<file path="src/design/twmm_pkg.sv">
`timescale 1ns / 1ps

package twmm_pkg;

    localparam int TIME_W  = 32;
    localparam int VALUE_W = 32;
    localparam int COUNT_W = 7;

    localparam logic [TIME_W-1:0] LIMIT_RESET = 32'd1000;

    typedef struct packed {
        logic [TIME_W-1:0]         sample_time;
        logic signed [VALUE_W-1:0] sample_value;
    } twmm_in_t;

    typedef struct packed {
        logic signed [VALUE_W-1:0] window_min;
        logic signed [VALUE_W-1:0] window_max;
        logic [COUNT_W-1:0]        entries_held;
        logic                      overflow_drop;
    } twmm_out_t;

endpackage

</file>
<file path="src/design/twmm_front.sv">
`timescale 1ns / 1ps

module twmm_front (
    input  logic                aclk,
    input  logic                aresetn,
    input  logic                s_valid,
    output logic                s_ready,
    input  twmm_pkg::twmm_in_t  s_item,
    output logic                q_valid,
    input  logic                q_ready,
    output twmm_pkg::twmm_in_t  q_item
);
    import twmm_pkg::*;

    twmm_in_t    slot_reg [2];
    logic        wr_ptr_reg, wr_ptr_next;
    logic        rd_ptr_reg, rd_ptr_next;
    logic [1:0]  count_reg, count_next;
    logic        push, pop;

    assign s_ready = (count_reg != 2'd2);
    assign q_valid = (count_reg != 2'd0);
    assign q_item  = slot_reg[rd_ptr_reg];
    assign push    = s_valid && s_ready;
    assign pop     = q_valid && q_ready;

    always_comb begin
        wr_ptr_next = push ? ~wr_ptr_reg : wr_ptr_reg;
        rd_ptr_next = pop ? ~rd_ptr_reg : rd_ptr_reg;
        count_next  = count_reg;
        if (push && !pop) begin
            count_next = count_reg + 2'd1;
        end else if (pop && !push) begin
            count_next = count_reg - 2'd1;
        end
    end

    always_ff @(posedge aclk) begin
        if (!aresetn) begin
            wr_ptr_reg <= 1'b0;
            rd_ptr_reg <= 1'b0;
            count_reg  <= 2'd0;
        end else begin
            wr_ptr_reg <= wr_ptr_next;
            rd_ptr_reg <= rd_ptr_next;
            count_reg  <= count_next;
        end
    end

    always_ff @(posedge aclk) begin
        if (push) begin
            slot_reg[wr_ptr_reg] <= s_item;
        end
    end

endmodule

</file>
<file path="config.mk">
export PLATFORM = sky130hd
export DESIGN_NAME = twmm_front
export DESIGN_NICKNAME = d
export VERILOG_FILES = /design/src/design/twmm_pkg.sv /design/src/design/twmm_front.sv
export SDC_FILE = /design/constraint.sdc
export NUM_CORES = 1
export LEC_CHECK = 0
export BUFFER_PORTS_ARGS = -buffer_cell sky130_fd_sc_hd__buf_2
export CAP_MARGIN = 20
export CORE_ASPECT_RATIO = 0.8
export CORE_MARGIN = 5
export CORE_UTILIZATION = 50
export CTS_BUF_LIST = sky130_fd_sc_hd__clkbuf_4 sky130_fd_sc_hd__clkbuf_8
export CTS_CLUSTER_DIAMETER = 50
export DETAILED_ROUTE_END_ITERATION = 8
export PLACE_DENSITY = 0.77
export SLEW_MARGIN = 20
export SYNTH_ARGS = -nofsm -noshare
export SYNTH_HDL_FRONTEND = slang
export SYNTH_SLANG_ARGS = --single-unit
</file>
<file path="constraint.sdc">
create_clock -name aclk -period 6.29 [get_ports aclk]
set_clock_uncertainty 0.1 [all_clocks]
set_input_delay 0.3145 -clock aclk [delete_from_list [all_inputs] [get_ports aclk]]
set_output_delay 0.3145 -clock aclk [all_outputs]
set_load 0.01 [all_outputs]
</file>
==> results summary <==
The run finished with clean final reports. The required time of the critical path came out at a little under 6 ns. The number of placed I/O pins came out at 134.

The placer congestion estimate came out at 0.735. The post-layout minimum cycle time came out at about 2.7 ns. Final hold analysis gives a worst-case slack of roughly 0.074 ns. At the end of the flow, the number of nets in the layout was just over 500. The net count of the mapped netlist came out at between 200 and 300.

After synthesis, flip-flops and latches occupy between 80% and 90% of the total area. The mean number of vias per cell is 4.83. The number of buffers inserted by post-CTS setup repair came out at 0. During synthesis, Yosys emitted a total of 0 warnings. The hold violation count in the final report came to 0.

Along the worst hold path, the cell count comes to 2. The starting density of the core is about half. The sink count of the clock tree is 133. The overall die area is 11,800 sq um. The starting DRC count in detailed routing is between 100 and 150. The maximum resistive drop on vdd is ~0.34 mV. The diode insertion count for antenna repair is 0. The area inside the core boundary came out at roughly 9600 sq um. Net switching is 26.2% of the power. The count of H-tree levels built during CTS came out at 4. Setup repair after global routing left no endpoint under its margin. The tightest min-delay check is of the input port to flop type. The register bit count reported by yosys came out at between 100 and 150. During placement, the flow inserted port buffers numbering between 100 and 150. The overall power after layout came out at between 0.002 and 0.0025 W. The tree is rooted in a clkbuf_8. The maximum number of pins on one net before global-route repair is 65. The share of cells above drive strength 1 is between 50% and 60%. The layout overhead on the synthesized area came out at 38.3%. The stage delay of the slowest cell on the critical path came out at around 0.78 ns. Summed over all nets, the switching power comes to ~0.00065 W.

The deepest clock path buffer count came out at 2. After global routing the overflow that remains totals 0. The total length of routed wires came out at 9540 microns. The count of unresolved DRC violations after routing came out at 0.

The internal power contribution is about 0.0018 W. The signal arrival time at the worst endpoint is 2.32 ns. The total routing resource utilization after global routing is roughly 17%.

The worst setup path is launched from a flop. After clock tree synthesis, the clock-pin slew on the worst setup and hold paths is around 0.070 ns. By startpoint and endpoint, the worst setup path is classified as flop to output port. The routed wirelength normalized by instance count came out at roughly 17 microns.

The clock network fraction of design power is about 30%. The total cell area at the placement stage is 5650 sq um. The power density over cell area is between 300 and 400 nW/um^2. The number of search-and-repair iterations in the first detailed-routing pass came out at 4.

Setup violations remaining at the end of the flow were counted as 0. Max-cap violations in this run came to 0. The portion of total power attributed to combinational logic came out at 23.5%.

The number of global-route vias before repair is between 3,000 and 4,000. STA classifies the critical path endpoint as an output port. The finished cells cover roughly 6700 sq um. The number of instances in the synthesized netlist is around 220. The floorplan die width is ~120 microns. The number of nets with antenna violations after detailed routing is 0. For the pin with the worst max-slew slack, the measured transition is 0.851 ns. The estimated wirelength of the detail-placed design is 5830 microns. The clock tree from TritonCTS is yes. The cell depth of the worst flop-to-flop path is 3. The initial antenna violation count is 0. The final cycle utilization of the critical path is 43.5%. Row generation in the floorplan step produced 32 rows. The cell area that synthesis handed to floorplanning was 4860 sq um. The leakage power figure is between 2 and 3 nW. The critical path goes through buf_4, mux2_2, buf_2.

The floorplan step set the die height to 98.2 microns. The maximum clock rate came out at approximately 370 MHz. The first-pass GRT wire length came out at between 15,000 and 20,000 microns. Clock latency on the worst-skew pair, taken at its later pin, is about 0.42 ns. The routed via count is approximately 2,700. The number of CTS-inserted buffers came out at 17.

The worst relative slew slack came out at 43.3%. The post-synthesis average cell area is 21.8 sq um. The number of max-slew violations in the final report is 0. The flip-flop count of the largest register, all copies and words added is about 130.

Summed over all failing endpoints, the final setup total negative slack is 0 ns. The highest fanout seen on the critical path is 37. The proportion of power drawn by flip-flops and latches came out at between 40% and 50%.

On the critical path, the stage with the largest delay is an instance of dfxtp_2. The number of different library cells used by synthesis comes to 20.
[final cells by class]
class | count | area (sq um)
sequential | 133 | 3950
tap | 119 | 149
inverter | 1 | 3.75
multi-input combinational | 82 | 861
clock inverter | 13 | 181
fill | 633 | 2850
clock buffer | 19 | 249
timing repair buffer | 200 | 1330
[routing by layer]
metal / routed length [microns] / part of all wire [%] / vias up / GRT usage [%]
li1: - / - / 1302 / -
met1: 3980 / 42 / 1335 / 20.6
met2: 4850 / 51 / 94 / 28.2
met3: 662 / 6.9 / 5 / 7.53
met4: 42 / 0.44 / 0 / 3.70
met5: 0 / 0 / - / 0
[repair_timing]
action | in CTS | in global routing
hold buffers | 64 | 0
gates resized for setup | 0 | 0
setup endpoints to repair | 0 | 0
hold endpoints to repair | 128 | 0
[worst max-delay path: cells and delay by family (launching register included)]
| kind | cells | cell delay (ns) |
|---|---|---|
| mux | 1 | 0.41 |
| flops | 1 | 0.78 |
| buf+inv | 2 | 0.70 |
[metrics by stage]
step	worst slack, ns	utilization (%)	cells
6_report	3.56	70.2	567
4_1_cts	3.48	70.2	567
3_5_place_dp	3.96	59.0	471
5_1_grt	3.38	70.2	567
2_1_floorplan	3.63	-	223
3_3_place_gp	3.98	59.0	471
[cells in the final DEF, fill, tap and decap left out]
master         synthesis  layout
buf_2                  1     133
edfxtp_1             128     128
mux2_2                64      64
dlygate4sd3_1          0      64
clkbuf_8               0      17
and2_1                 4       4
bufinv_16              0       4
dfxtp_1                5       4
clkinvlp_4             0       3
buf_4                  6       3
xnor2_1                2       2
clkinv_1               0       2
clkinv_4               0       2
clkbuf_4               0       2
nand2b_4               1       1
or2_2                  1       1
and3_2                 0       1
o21ai_1                1       1
nand3b_1               1       1
inv_2                  0       1
a21bo_2                1       1
a21boi_0               1       1
xor2_1                 1       1
o21ai_0                1       1
or3_1                  1       1
a21boi_1               1       1
ha_1                   1       1
dfxtp_2                0       1
clkinv_2               0       1
inv_6                  0       1
[path summary, 6_finish.rpt]
check / startpoint / to / slack [ns]
setup / recovery: flop / q_item[5] / 3.56
hold / removal: aresetn / flop / 0.07
setup reg to reg: count_reg[0] / slot_reg[1][61] / 4.00
hold reg to reg: count_reg[1] / count_reg[1] / 0.48
[cell families after synthesis]
family,synth area share (%)
buffers and inverters,1.11
adders and majority gates,0.258
DFF,81.2
and+or+nand+nor,1.34
xor gates and xnor gates,0.541
AOI/OAI and AO/OA,0.721
muxes,14.8
[power by group through the flow]
stage | Combinational (W) | Sequential, W | Clock [W]
finish | 0.000587 | 0.00116 | 0.000748
global route | 0.000639 | 0.00118 | 0.000808
CTS | 0.000596 | 0.00117 | 0.000766
detailed placement | 0.000561 | 0.00119 | 0
global placement | 0.000551 | 0.00118 | 0
floorplan | 0.000384 | 0.00115 | 0
[cell usage after synthesis]
master / count / share of area, %
edfxtp_1: 128 / 79
buf_4: 6 / 0.93
xor2_1: 1 / 0.18
or2_2: 1 / 0.13
mux2_2: 64 / 15
and2_1: 4 / 0.52
or3_1: 1 / 0.13
xnor2_1: 2 / 0.36
o21ai_1: 1 / 0.10
buf_2: 1 / 0.10
dfxtp_1: 5 / 2.1
a21boi_1: 1 / 0.15
nand3b_1: 1 / 0.15
and3_1: 1 / 0.13
inv_1: 1 / 0.077
o21ai_0: 1 / 0.10
ha_1: 1 / 0.26
a21bo_2: 1 / 0.21
nand2b_4: 1 / 0.28
a21boi_0: 1 / 0.15
Power figures use the tool's default switching activity.
